--- config.mk ---
export PLATFORM = sky130hd
export DESIGN_NAME = voxel_brush_stamp_planner_top
export DESIGN_NICKNAME = d
export VERILOG_FILES = /design/src/vbsp_pkg.sv /design/src/vbsp_front.sv /design/src/vbsp_queue.sv /design/src/vbsp_back.sv /design/src/voxel_brush_stamp_planner_top.sv
export SDC_FILE = /design/constraint.sdc
export NUM_CORES = 1
export LEC_CHECK = 0
export BUFFER_PORTS_ARGS = -buffer_cell sky130_fd_sc_hd__buf_2
export CAP_MARGIN = 10
export CORE_UTILIZATION = 50
export DETAILED_ROUTE_END_ITERATION = 6
export PLACE_DENSITY = 0.68
export SYNTH_ARGS = -nofsm -noshare
export SYNTH_HDL_FRONTEND = slang
export SYNTH_SLANG_ARGS = --single-unit
--- constraint.sdc ---
create_clock -name clk -period 10.3 [get_ports clk]
set_input_delay 1.03 -clock clk [delete_from_list [all_inputs] [get_ports clk]]
set_output_delay 1.03 -clock clk [all_outputs]
set_load 0.01 [all_outputs]
--- src/vbsp_pkg.sv ---
package vbsp_pkg;

    localparam int MAX_RADIUS    = 2;
    localparam int CELL_CAPACITY = 128;
    localparam int SPAN          = 2 * MAX_RADIUS + 1;
    localparam int MASK_W        = SPAN;
    localparam int IDX_W         = $clog2(SPAN);
    localparam int CNT_W         = 7;

    localparam logic [1:0] SHAPE_CUBE   = 2'd0;
    localparam logic [1:0] SHAPE_SPHERE = 2'd1;
    localparam logic [1:0] SHAPE_CYL    = 2'd2;

    localparam logic [1:0] SIZE_LARGEST = 2'd2;

    localparam logic [1:0] FILL_SOLID = 2'd0;
    localparam logic [1:0] FILL_SHELL = 2'd1;

    localparam logic [1:0] AXIS_X = 2'd0;
    localparam logic [1:0] AXIS_Y = 2'd1;
    localparam logic [1:0] AXIS_Z = 2'd2;

    localparam logic [2:0] GUIDE_PLANE_X = 3'd4;
    localparam logic [2:0] GUIDE_PLANE_Y = 3'd5;
    localparam logic [2:0] GUIDE_PLANE_Z = 3'd6;
    localparam logic [2:0] GUIDE_INVALID = 3'd7;

    localparam logic [3:0] ST_PLANNED   = 4'd0;
    localparam logic [3:0] ST_BAD_SHAPE = 4'd1;
    localparam logic [3:0] ST_BAD_SIZE  = 4'd2;
    localparam logic [3:0] ST_BAD_FILL  = 4'd3;
    localparam logic [3:0] ST_BAD_AXIS  = 4'd4;
    localparam logic [3:0] ST_BAD_GUIDE = 4'd5;
    localparam logic [3:0] ST_OVERFLOW  = 4'd6;
    localparam logic [3:0] ST_CAPACITY  = 4'd7;
    localparam logic [3:0] ST_EMPTY     = 4'd8;

    // One classified request as it travels from the front to the back.
    typedef struct packed {
        logic [3:0]         status;
        logic [1:0]         radius;
        logic [1:0]         shape;
        logic [1:0]         fill;
        logic [1:0]         axis;
        logic [2:0]         guide;
        logic signed [31:0] cx;
        logic signed [31:0] cy;
        logic signed [31:0] cz;
    } job_t;

    typedef enum logic [2:0] {
        B_IDLE,
        B_SCAN,
        B_CHECK,
        B_EMIT,
        B_SUM
    } back_state_t;

    function automatic logic [3:0] sq_f(input logic signed [3:0] v);
        logic [3:0] sq;
        case (v)
            4'sd0:          sq = 4'd0;
            4'sd1, -4'sd1:  sq = 4'd1;
            4'sd2, -4'sd2:  sq = 4'd4;
            4'sd3, -4'sd3:  sq = 4'd9;
            default:        sq = 4'd0;
        endcase
        return sq;
    endfunction

    // True when the offset lies inside the solid shape before any shell test.
    function automatic logic filled_f(input logic [1:0] shape, input logic [1:0] axis,
                                      input logic [2:0] guide, input logic [1:0] radius,
                                      input logic signed [3:0] dx,
                                      input logic signed [3:0] dy,
                                      input logic signed [3:0] dz);
        logic signed [3:0] rs;
        logic [4:0]        rr;
        logic [4:0]        sx;
        logic [4:0]        sy;
        logic [4:0]        sz;
        logic              ok;
        rs = signed'({2'b00, radius});
        rr = {1'b0, sq_f(rs)};
        sx = {1'b0, sq_f(dx)};
        sy = {1'b0, sq_f(dy)};
        sz = {1'b0, sq_f(dz)};
        ok = (dx >= -rs) && (dx <= rs) && (dy >= -rs) && (dy <= rs) &&
             (dz >= -rs) && (dz <= rs);
        if (guide == GUIDE_PLANE_X && dx != 4'sd0) ok = 1'b0;
        if (guide == GUIDE_PLANE_Y && dy != 4'sd0) ok = 1'b0;
        if (guide == GUIDE_PLANE_Z && dz != 4'sd0) ok = 1'b0;
        case (shape)
            SHAPE_CUBE:   ;
            SHAPE_SPHERE: if (sx + sy + sz > rr) ok = 1'b0;
            SHAPE_CYL:
            begin
                case (axis)
                    AXIS_X:  if (sy + sz > rr) ok = 1'b0;
                    AXIS_Y:  if (sx + sz > rr) ok = 1'b0;
                    AXIS_Z:  if (sx + sy > rr) ok = 1'b0;
                    default: ok = 1'b0;
                endcase
            end
            default:      ok = 1'b0;
        endcase
        return ok;
    endfunction

    // x-mask of one (dz,dy) row; bit i stands for dx = i - radius.
    function automatic logic [MASK_W-1:0] row_mask_f(input job_t job,
                                                     input logic [IDX_W-1:0] dy_idx,
                                                     input logic [IDX_W-1:0] dz_idx);
        logic [MASK_W-1:0] m;
        logic signed [3:0] rs;
        logic signed [3:0] dx;
        logic signed [3:0] dy;
        logic signed [3:0] dz;
        logic              fl;
        logic              rim;
        m  = '0;
        rs = signed'({2'b00, job.radius});
        dy = signed'({1'b0, dy_idx}) - rs;
        dz = signed'({1'b0, dz_idx}) - rs;
        for (int i = 0; i < MASK_W; i++)
        begin
            dx  = signed'(4'(i)) - rs;
            fl  = filled_f(job.shape, job.axis, job.guide, job.radius, dx, dy, dz);
            rim = !filled_f(job.shape, job.axis, job.guide, job.radius, dx - 4'sd1, dy, dz) ||
                  !filled_f(job.shape, job.axis, job.guide, job.radius, dx + 4'sd1, dy, dz) ||
                  !filled_f(job.shape, job.axis, job.guide, job.radius, dx, dy - 4'sd1, dz) ||
                  !filled_f(job.shape, job.axis, job.guide, job.radius, dx, dy + 4'sd1, dz) ||
                  !filled_f(job.shape, job.axis, job.guide, job.radius, dx, dy, dz - 4'sd1) ||
                  !filled_f(job.shape, job.axis, job.guide, job.radius, dx, dy, dz + 4'sd1);
            if (job.fill == FILL_SOLID)
                m[i] = fl;
            else if (job.fill == FILL_SHELL)
                m[i] = fl & rim;
            else
                m[i] = 1'b0;
        end
        return m;
    endfunction

    function automatic logic [2:0] pop_f(input logic [MASK_W-1:0] m);
        logic [2:0] n;
        n = '0;
        for (int i = 0; i < MASK_W; i++)
            n = n + 3'(m[i]);
        return n;
    endfunction

    function automatic logic [IDX_W-1:0] low_bit_f(input logic [MASK_W-1:0] m);
        logic [IDX_W-1:0] p;
        p = '0;
        for (int i = MASK_W - 1; i >= 0; i--)
            if (m[i]) p = IDX_W'(i);
        return p;
    endfunction

    function automatic logic [IDX_W-1:0] high_bit_f(input logic [MASK_W-1:0] m);
        logic [IDX_W-1:0] p;
        p = '0;
        for (int i = 0; i < MASK_W; i++)
            if (m[i]) p = IDX_W'(i);
        return p;
    endfunction

endpackage

--- src/vbsp_front.sv ---
module vbsp_front
    import vbsp_pkg::*;
(
    input  logic               in_valid,
    output logic               in_stall,
    input  logic [1:0]         shape,
    input  logic [1:0]         brush_size,
    input  logic [1:0]         fill,
    input  logic [1:0]         axis,
    input  logic [2:0]         guide,
    input  logic signed [31:0] center_x,
    input  logic signed [31:0] center_y,
    input  logic signed [31:0] center_z,
    input  logic               q_full,
    output logic               push,
    output job_t               push_job
);

    // True when c + off leaves the signed 32-bit range.
    function automatic logic ovf_f(input logic signed [31:0] c, input logic signed [3:0] off);
        logic [32:0] s;
        s = {c[31], c} + 33'(off);
        return s[32] ^ s[31];
    endfunction

    logic [1:0]        radius;
    logic signed [3:0] rs;
    logic signed [3:0] lo_x, lo_y, lo_z, hi_x, hi_y, hi_z;
    logic [3:0]        status;

    assign in_stall = q_full;
    assign push     = in_valid && !q_full;

    always_comb
    begin
        radius = (int'(brush_size) > MAX_RADIUS) ? 2'(MAX_RADIUS) : brush_size;
        rs     = signed'({2'b00, radius});
        lo_x   = (guide == GUIDE_PLANE_X) ? 4'sd0 : -rs;
        hi_x   = (guide == GUIDE_PLANE_X) ? 4'sd0 : rs;
        lo_y   = (guide == GUIDE_PLANE_Y) ? 4'sd0 : -rs;
        hi_y   = (guide == GUIDE_PLANE_Y) ? 4'sd0 : rs;
        lo_z   = (guide == GUIDE_PLANE_Z) ? 4'sd0 : -rs;
        hi_z   = (guide == GUIDE_PLANE_Z) ? 4'sd0 : rs;
        if (shape > SHAPE_CYL)
            status = ST_BAD_SHAPE;
        else if (brush_size > SIZE_LARGEST)
            status = ST_BAD_SIZE;
        else if (fill > FILL_SHELL)
            status = ST_BAD_FILL;
        else if (axis > AXIS_Z)
            status = ST_BAD_AXIS;
        else if (guide == GUIDE_INVALID)
            status = ST_BAD_GUIDE;
        else if (ovf_f(center_x, lo_x) || ovf_f(center_x, hi_x) ||
                 ovf_f(center_y, lo_y) || ovf_f(center_y, hi_y) ||
                 ovf_f(center_z, lo_z) || ovf_f(center_z, hi_z))
            status = ST_OVERFLOW;
        else
            status = ST_PLANNED;
    end

    always_comb
    begin
        push_job.status = status;
        push_job.radius = radius;
        push_job.shape  = shape;
        push_job.fill   = fill;
        push_job.axis   = axis;
        push_job.guide  = guide;
        push_job.cx     = center_x;
        push_job.cy     = center_y;
        push_job.cz     = center_z;
    end

endmodule

--- src/vbsp_queue.sv ---
module vbsp_queue
    import vbsp_pkg::*;
(
    input  logic clk,
    input  logic rst_n,
    input  logic push,
    input  job_t push_job,
    input  logic pop,
    output logic full,
    output logic empty,
    output job_t head
);

    job_t       entry_reg [2];
    logic       wr_ptr_reg, wr_ptr_next;
    logic       rd_ptr_reg, rd_ptr_next;
    logic [1:0] count_reg, count_next;

    assign full  = (count_reg == 2'd2);
    assign empty = (count_reg == 2'd0);
    assign head  = entry_reg[rd_ptr_reg];

    always_comb
    begin
        wr_ptr_next = push ? !wr_ptr_reg : wr_ptr_reg;
        rd_ptr_next = pop  ? !rd_ptr_reg : rd_ptr_reg;
        count_next  = count_reg + 2'(push) - 2'(pop);
    end

    always_ff @(posedge clk or negedge rst_n)
    begin
        if (!rst_n)
        begin
            wr_ptr_reg <= 1'b0;
            rd_ptr_reg <= 1'b0;
            count_reg  <= 2'd0;
        end
        else
        begin
            wr_ptr_reg <= wr_ptr_next;
            rd_ptr_reg <= rd_ptr_next;
            count_reg  <= count_next;
        end
    end

    always_ff @(posedge clk)
    begin
        if (push)
            entry_reg[wr_ptr_reg] <= push_job;
    end

endmodule

--- src/vbsp_back.sv ---
module vbsp_back
    import vbsp_pkg::*;
(
    input  logic               clk,
    input  logic               rst_n,
    input  logic               q_empty,
    input  job_t               q_head,
    output logic               q_pop,
    output logic               out_valid,
    input  logic               out_stall,
    output logic signed [31:0] coord_x,
    output logic signed [31:0] coord_y,
    output logic signed [31:0] coord_z,
    output logic [4:0]         row_mask,
    output logic signed [31:0] box_max_x,
    output logic signed [31:0] box_max_y,
    output logic signed [31:0] box_max_z,
    output logic [6:0]         cell_count,
    output logic [3:0]         status,
    output logic               last
);

    back_state_t       state_reg, state_next;
    job_t              job_reg;
    logic [3:0]        status_reg;
    logic [31:0]       base_x_reg, base_y_reg, base_z_reg;
    logic [IDX_W-1:0]  dy_reg, dz_reg;
    logic [CNT_W-1:0]  count_reg;
    logic              any_reg;
    logic [IDX_W-1:0]  min_x_reg, min_y_reg, min_z_reg;
    logic [IDX_W-1:0]  max_x_reg, max_y_reg, max_z_reg;

    logic              out_valid_reg, out_valid_next;
    logic [31:0]       coord_x_reg, coord_y_reg, coord_z_reg;
    logic [4:0]        row_mask_reg;
    logic [31:0]       box_max_x_reg, box_max_y_reg, box_max_z_reg;
    logic [6:0]        cell_count_reg;
    logic [3:0]        status_out_reg;
    logic              last_reg;

    logic [MASK_W-1:0] mask;
    logic [IDX_W-1:0]  last_idx;
    logic              row_end, all_end, out_free, row_ok;
    logic [3:0]        final_status;
    logic              advance, load_row, load_sum;
    logic [IDX_W-1:0]  lo_bit, hi_bit;

    assign mask     = row_mask_f(job_reg, dy_reg, dz_reg);
    assign last_idx = IDX_W'({job_reg.radius, 1'b0});
    assign row_end  = (dy_reg == last_idx);
    assign all_end  = row_end && (dz_reg == last_idx);
    assign out_free = !out_valid_reg || !out_stall;
    assign row_ok   = (mask == '0) || out_free;
    assign lo_bit   = low_bit_f(mask);
    assign hi_bit   = high_bit_f(mask);

    always_comb
    begin
        if (int'(count_reg) > CELL_CAPACITY)
            final_status = ST_CAPACITY;
        else if (count_reg == '0)
            final_status = ST_EMPTY;
        else
            final_status = ST_PLANNED;
    end

    // Next state.
    always_comb
    begin
        state_next = state_reg;
        case (state_reg)
            B_IDLE:
            begin
                if (!q_empty)
                    state_next = (q_head.status == ST_PLANNED) ? B_SCAN : B_SUM;
            end
            B_SCAN:
            begin
                if (all_end)
                    state_next = B_CHECK;
            end
            B_CHECK:
            begin
                state_next = (final_status == ST_PLANNED) ? B_EMIT : B_SUM;
            end
            B_EMIT:
            begin
                if (all_end && row_ok)
                    state_next = B_SUM;
            end
            B_SUM:
            begin
                if (out_free)
                    state_next = B_IDLE;
            end
            default: state_next = B_IDLE;
        endcase
    end

    // Control outputs of the sequencer.
    always_comb
    begin
        q_pop    = 1'b0;
        advance  = 1'b0;
        load_row = 1'b0;
        load_sum = 1'b0;
        case (state_reg)
            B_IDLE:  q_pop = !q_empty;
            B_SCAN:  advance = 1'b1;
            B_CHECK: ;
            B_EMIT:
            begin
                advance  = row_ok;
                load_row = (mask != '0) && out_free;
            end
            B_SUM:   load_sum = out_free;
            default: ;
        endcase
    end

    always_comb
    begin
        if (load_row || load_sum)
            out_valid_next = 1'b1;
        else if (out_stall)
            out_valid_next = out_valid_reg;
        else
            out_valid_next = 1'b0;
    end

    always_ff @(posedge clk or negedge rst_n)
    begin
        if (!rst_n)
        begin
            state_reg     <= B_IDLE;
            out_valid_reg <= 1'b0;
            dy_reg        <= '0;
            dz_reg        <= '0;
            count_reg     <= '0;
            any_reg       <= 1'b0;
        end
        else
        begin
            state_reg     <= state_next;
            out_valid_reg <= out_valid_next;
            if (q_pop)
            begin
                dy_reg    <= '0;
                dz_reg    <= '0;
                count_reg <= '0;
                any_reg   <= 1'b0;
            end
            else
            begin
                if (advance)
                begin
                    if (all_end)
                    begin
                        dy_reg <= '0;
                        dz_reg <= '0;
                    end
                    else if (row_end)
                    begin
                        dy_reg <= '0;
                        dz_reg <= dz_reg + 1'b1;
                    end
                    else
                    begin
                        dy_reg <= dy_reg + 1'b1;
                    end
                end
                if (state_reg == B_SCAN && mask != '0)
                begin
                    count_reg <= count_reg + CNT_W'(pop_f(mask));
                    any_reg   <= 1'b1;
                end
            end
        end
    end

    // Request data, the running bounding box and the output register.
    always_ff @(posedge clk)
    begin
        if (q_pop)
        begin
            job_reg    <= q_head;
            status_reg <= q_head.status;
            base_x_reg <= q_head.cx - 32'(q_head.radius);
            base_y_reg <= q_head.cy - 32'(q_head.radius);
            base_z_reg <= q_head.cz - 32'(q_head.radius);
        end
        if (state_reg == B_CHECK)
            status_reg <= final_status;
        if (state_reg == B_SCAN && mask != '0)
        begin
            if (!any_reg || lo_bit < min_x_reg) min_x_reg <= lo_bit;
            if (!any_reg || hi_bit > max_x_reg) max_x_reg <= hi_bit;
            if (!any_reg || dy_reg < min_y_reg) min_y_reg <= dy_reg;
            if (!any_reg || dy_reg > max_y_reg) max_y_reg <= dy_reg;
            if (!any_reg || dz_reg < min_z_reg) min_z_reg <= dz_reg;
            if (!any_reg || dz_reg > max_z_reg) max_z_reg <= dz_reg;
        end
        if (load_row)
        begin
            coord_x_reg    <= base_x_reg;
            coord_y_reg    <= base_y_reg + 32'(dy_reg);
            coord_z_reg    <= base_z_reg + 32'(dz_reg);
            row_mask_reg   <= mask;
            box_max_x_reg  <= '0;
            box_max_y_reg  <= '0;
            box_max_z_reg  <= '0;
            cell_count_reg <= '0;
            status_out_reg <= ST_PLANNED;
            last_reg       <= 1'b0;
        end
        else if (load_sum)
        begin
            row_mask_reg   <= '0;
            status_out_reg <= status_reg;
            last_reg       <= 1'b1;
            if (status_reg == ST_PLANNED)
            begin
                coord_x_reg    <= base_x_reg + 32'(min_x_reg);
                coord_y_reg    <= base_y_reg + 32'(min_y_reg);
                coord_z_reg    <= base_z_reg + 32'(min_z_reg);
                box_max_x_reg  <= base_x_reg + 32'(max_x_reg);
                box_max_y_reg  <= base_y_reg + 32'(max_y_reg);
                box_max_z_reg  <= base_z_reg + 32'(max_z_reg);
                cell_count_reg <= 7'(count_reg);
            end
            else
            begin
                coord_x_reg    <= '0;
                coord_y_reg    <= '0;
                coord_z_reg    <= '0;
                box_max_x_reg  <= '0;
                box_max_y_reg  <= '0;
                box_max_z_reg  <= '0;
                cell_count_reg <= '0;
            end
        end
    end

    assign out_valid  = out_valid_reg;
    assign coord_x    = signed'(coord_x_reg);
    assign coord_y    = signed'(coord_y_reg);
    assign coord_z    = signed'(coord_z_reg);
    assign row_mask   = row_mask_reg;
    assign box_max_x  = signed'(box_max_x_reg);
    assign box_max_y  = signed'(box_max_y_reg);
    assign box_max_z  = signed'(box_max_z_reg);
    assign cell_count = cell_count_reg;
    assign status     = status_out_reg;
    assign last       = last_reg;

endmodule

--- src/voxel_brush_stamp_planner_top.sv ---
// Voxel brush stamp planner.
// The input channel (in_valid / in_stall) takes one brush request: shape, size,
// fill, cylinder axis, guide and a signed 32-bit centre cell. The output channel
// (out_valid / out_stall) returns, for a planned request, one row request per
// non-empty (dz,dy) row with its x-mask, in ascending dz then dy, followed by
// a summary request (last = 1) with the cell count, bounding box and status.
// A rejected request returns the summary alone, with a non-zero status.
// The front classifies each request in the cycle it is accepted and places it
// in a two-entry queue, so up to two requests wait while the back is busy.
// The back walks the (2r+1)^2 rows twice: once to count cells and find the
// bounding box, once to emit rows. The first row of a planned request appears
// only after the counting walk is done.
// The output is registered: while out_stall is high the back holds its next
// result, the queue fills and in_stall rises once it holds two requests.
// Reset empties the queue, returns the back to idle and drops out_valid.
module voxel_brush_stamp_planner_top
    import vbsp_pkg::*;
(
    input  logic               clk,
    input  logic               rst_n,
    input  logic               in_valid,
    output logic               in_stall,
    input  logic [1:0]         shape,
    input  logic [1:0]         brush_size,
    input  logic [1:0]         fill,
    input  logic [1:0]         axis,
    input  logic [2:0]         guide,
    input  logic signed [31:0] center_x,
    input  logic signed [31:0] center_y,
    input  logic signed [31:0] center_z,
    output logic               out_valid,
    input  logic               out_stall,
    output logic signed [31:0] coord_x,
    output logic signed [31:0] coord_y,
    output logic signed [31:0] coord_z,
    output logic [4:0]         row_mask,
    output logic signed [31:0] box_max_x,
    output logic signed [31:0] box_max_y,
    output logic signed [31:0] box_max_z,
    output logic [6:0]         cell_count,
    output logic [3:0]         status,
    output logic               last
);

    // Classified requests pass from the front to the back through the queue.
    logic q_push, q_pop, q_full, q_empty;
    job_t push_job, q_head;

    vbsp_front u_front
    (
        .in_valid   (in_valid),
        .in_stall   (in_stall),
        .shape      (shape),
        .brush_size (brush_size),
        .fill       (fill),
        .axis       (axis),
        .guide      (guide),
        .center_x   (center_x),
        .center_y   (center_y),
        .center_z   (center_z),
        .q_full     (q_full),
        .push       (q_push),
        .push_job   (push_job)
    );

    vbsp_queue u_queue
    (
        .clk      (clk),
        .rst_n    (rst_n),
        .push     (q_push),
        .push_job (push_job),
        .pop      (q_pop),
        .full     (q_full),
        .empty    (q_empty),
        .head     (q_head)
    );

    // The back sequences the row scan, the row emission and the summary.
    vbsp_back u_back
    (
        .clk        (clk),
        .rst_n      (rst_n),
        .q_empty    (q_empty),
        .q_head     (q_head),
        .q_pop      (q_pop),
        .out_valid  (out_valid),
        .out_stall  (out_stall),
        .coord_x    (coord_x),
        .coord_y    (coord_y),
        .coord_z    (coord_z),
        .row_mask   (row_mask),
        .box_max_x  (box_max_x),
        .box_max_y  (box_max_y),
        .box_max_z  (box_max_z),
        .cell_count (cell_count),
        .status     (status),
        .last       (last)
    );

endmodule
==> reports/results.ini <==
[outcome]
status=finished with violations
violations=DRC

[detailed_routing]
num_vias=37700
wl_per_cell_um=23.1
drc=5
drt_first_iter_violations=4190
viasPerCell=6.22
ant_nets=0
wirelength_um=140000
firstDrtPassIters=7

[timing]
maxSlewViolCount=0
finClkSkew_ns=0.0211
hold_violations=0
setup_tns_ns=0
period_share_pct=91.4
worstMarginPinSlew_ns=1.26
rsz0062_at_grt=false
fmax_mhz=106
max_slew_margin_pct=15.2
setup_viol=0
fin_crit_ns=9.42
fin_hold_ws_ns=0.398

[worst_setup_path]
critPathTopFamily=compound AO/OA/AOI/OAI gates
worstSetupPathDepth=29
crit_fanout=94
cp_num_buf_inv=8
worstSetupEndpointType=register
cp_common_cell=ha_1
critPathKind=register to register
max_stage_delay_ns=1.02
cp_slowest_cell=o311ai_0
reg2reg_depth=29
critPathLaunchType=register
required_ns=10.84
cp.arrival_ns=9.96

[cts]
clk_latency_ns=0.62
postCtsResizedCells=0
numCtsBuffers=55
ctsHtreeMaxLevel=2
cts_root_buf=clkbuf_16
hold_buffers=0
cts.sinks=580
cts_tree=done
cts_setup_buffers=0
clk_pin_slew_ns=0.07
clk_path_buf_depth=3

[synthesis]
synth_most_common_cell=ha_1
synth_compound_area_share_pct=16.8
syn_inst=4552
yosys.area_share.simple_pct=14.5
netlist_area_um2=45500
yosysWarnings=0
synthFlopType=edfxtp_1
synth_top_family_by_area=adder cells
synth_fp_nets=5353
synth_edf_count=450
synth_top_cell_by_area=edfxtp_1
ys_ff_latch=580
synth_mux_area_share_pct=2.44
synth_top_area_share_pct=29.7
avgSynthCellArea_um2=9.99
synthTopCellsByCount=608 x ha_1, 450 x edfxtp_1, 346 x nor2_1
synth_xor_area_share_pct=6.49
seq_area_frac_synth_pct=35.7
yosys.cell_types.count=101
synth_area_leaders=edfxtp_1 30%, ha_1 17%, dfxtp_1 4.8%, xnor2_1 4.2%, fa_1 3.6%
synth-adder-area-share_pct=20.3
synthArstFlopShare_pct=3.79

[finish]
syn_to_final_growth_pct=10.5
largest_reg_flops=220
seqCellArea_um2=16200
multiInputGateArea_um2=27600
fillers=7993
drive_above_1_share_pct=11.7
nets=5624

[global_route]
first_global_vias=34900
grt_first_pass_wirelength_um=212000
grt_max_degree=95
overflow=0
antenna_found_initial=15
grt_usage_pct=29.6

[floorplanning]
start_util_pct=50.5
die_area_um2=92200
die_w_um=304
fp.dieH_um=304
core_area_um2=90000
rows=110
ioPinCount=322

[flow_run]
drv_cap=0

[hold_path]
min-delay-path-class=input port to asynchronous set/reset pin

[placed_design]
io_buffers=321
hpwl_um=107000
gp_congestion=0.954

==> cells by family after synthesis <==
logic type,count (synthesis)
compound gates,1115
xor+xnor,330
fa+ha+maj,690
buf+inv,442
flops,580
mux,108
simple gates,1287
==> per-layer routing <==
layer  vias up  GRT usage (%)  part of all wire [%]
li1      17500              -                     -
met1     18200           44.4                    45
met2      1735           43.4                    42
met3       213           4.76                   9.7
met4         0           8.89                   2.9
met5         -              0                     0
==> layout make-up <==
class,instances,area share (%)
clock inverter,36,0.814
antenna,8,0.0398
inverter,275,2.06
timing repair buffer,381,4.12
tap,1176,2.93
multi-input combinational,3530,54.8
sequential,580,32.3
clock buffer,67,2.91
==> placed cells by master, fill, tap and decap left out, drive strengths merged, types with 67 or more instances in the layout <==
master,count
ha,608
edfxtp,450
buf,381
nor2,349
inv,277
nand2,257
a21oi,239
o21ai,221
xnor2,220
nand3,119
a21o,108
dfxtp,108
xor2,108
nor3,102
a22o,101
mux2i,91
a31oi,90
fa,82
clkbuf,67
==> worst register-to-register path, delay by kind of cell, from the launching register on <==
family | cells | cell delay, ns
flip-flops | 1 | 0.56
buffers and inverters | 8 | 2.37
AO/OA/AOI/OAI | 9 | 2.62
AND/OR/NAND/NOR | 6 | 1.58
adder cells (fa/ha/maj) | 6 | 2.20
==> through the flow <==
step	utilization, %	std cells	worst slack [ns]	cell area [um^2]
after floorplan	-	4552	1.32	45500
after global placement	53.7	5942	1.39	48400
after detailed placement	53.7	5942	1.19	48400
after CTS	55.8	6045	1.16	50200
after global routing	55.8	6053	0.375	50300
final	55.8	6053	0.883	50300
==> worst paths after layout <==
kind                                     startpoint                   end  slack, ns
worst max-delay path            u_back.job_reg[105]  u_back.box_max_x[10]       0.88
worst min register to register     u_back.status[0]      u_back.status[0]       0.47
min in group clk                   u_back.status[0]      u_back.status[0]       0.47
worst min-delay path                          rst_n      u_back.dy_reg[1]       0.40
worst max register to register  u_back.job_reg[105]  u_back.box_max_x[10]       0.88
max in group asynchronous                     rst_n    u_queue.rd_ptr_reg       9.46
Power is left out: the tool's default activity adds up to more than one toggle a clock period on the data nets, which glitch-free logic cannot reach.
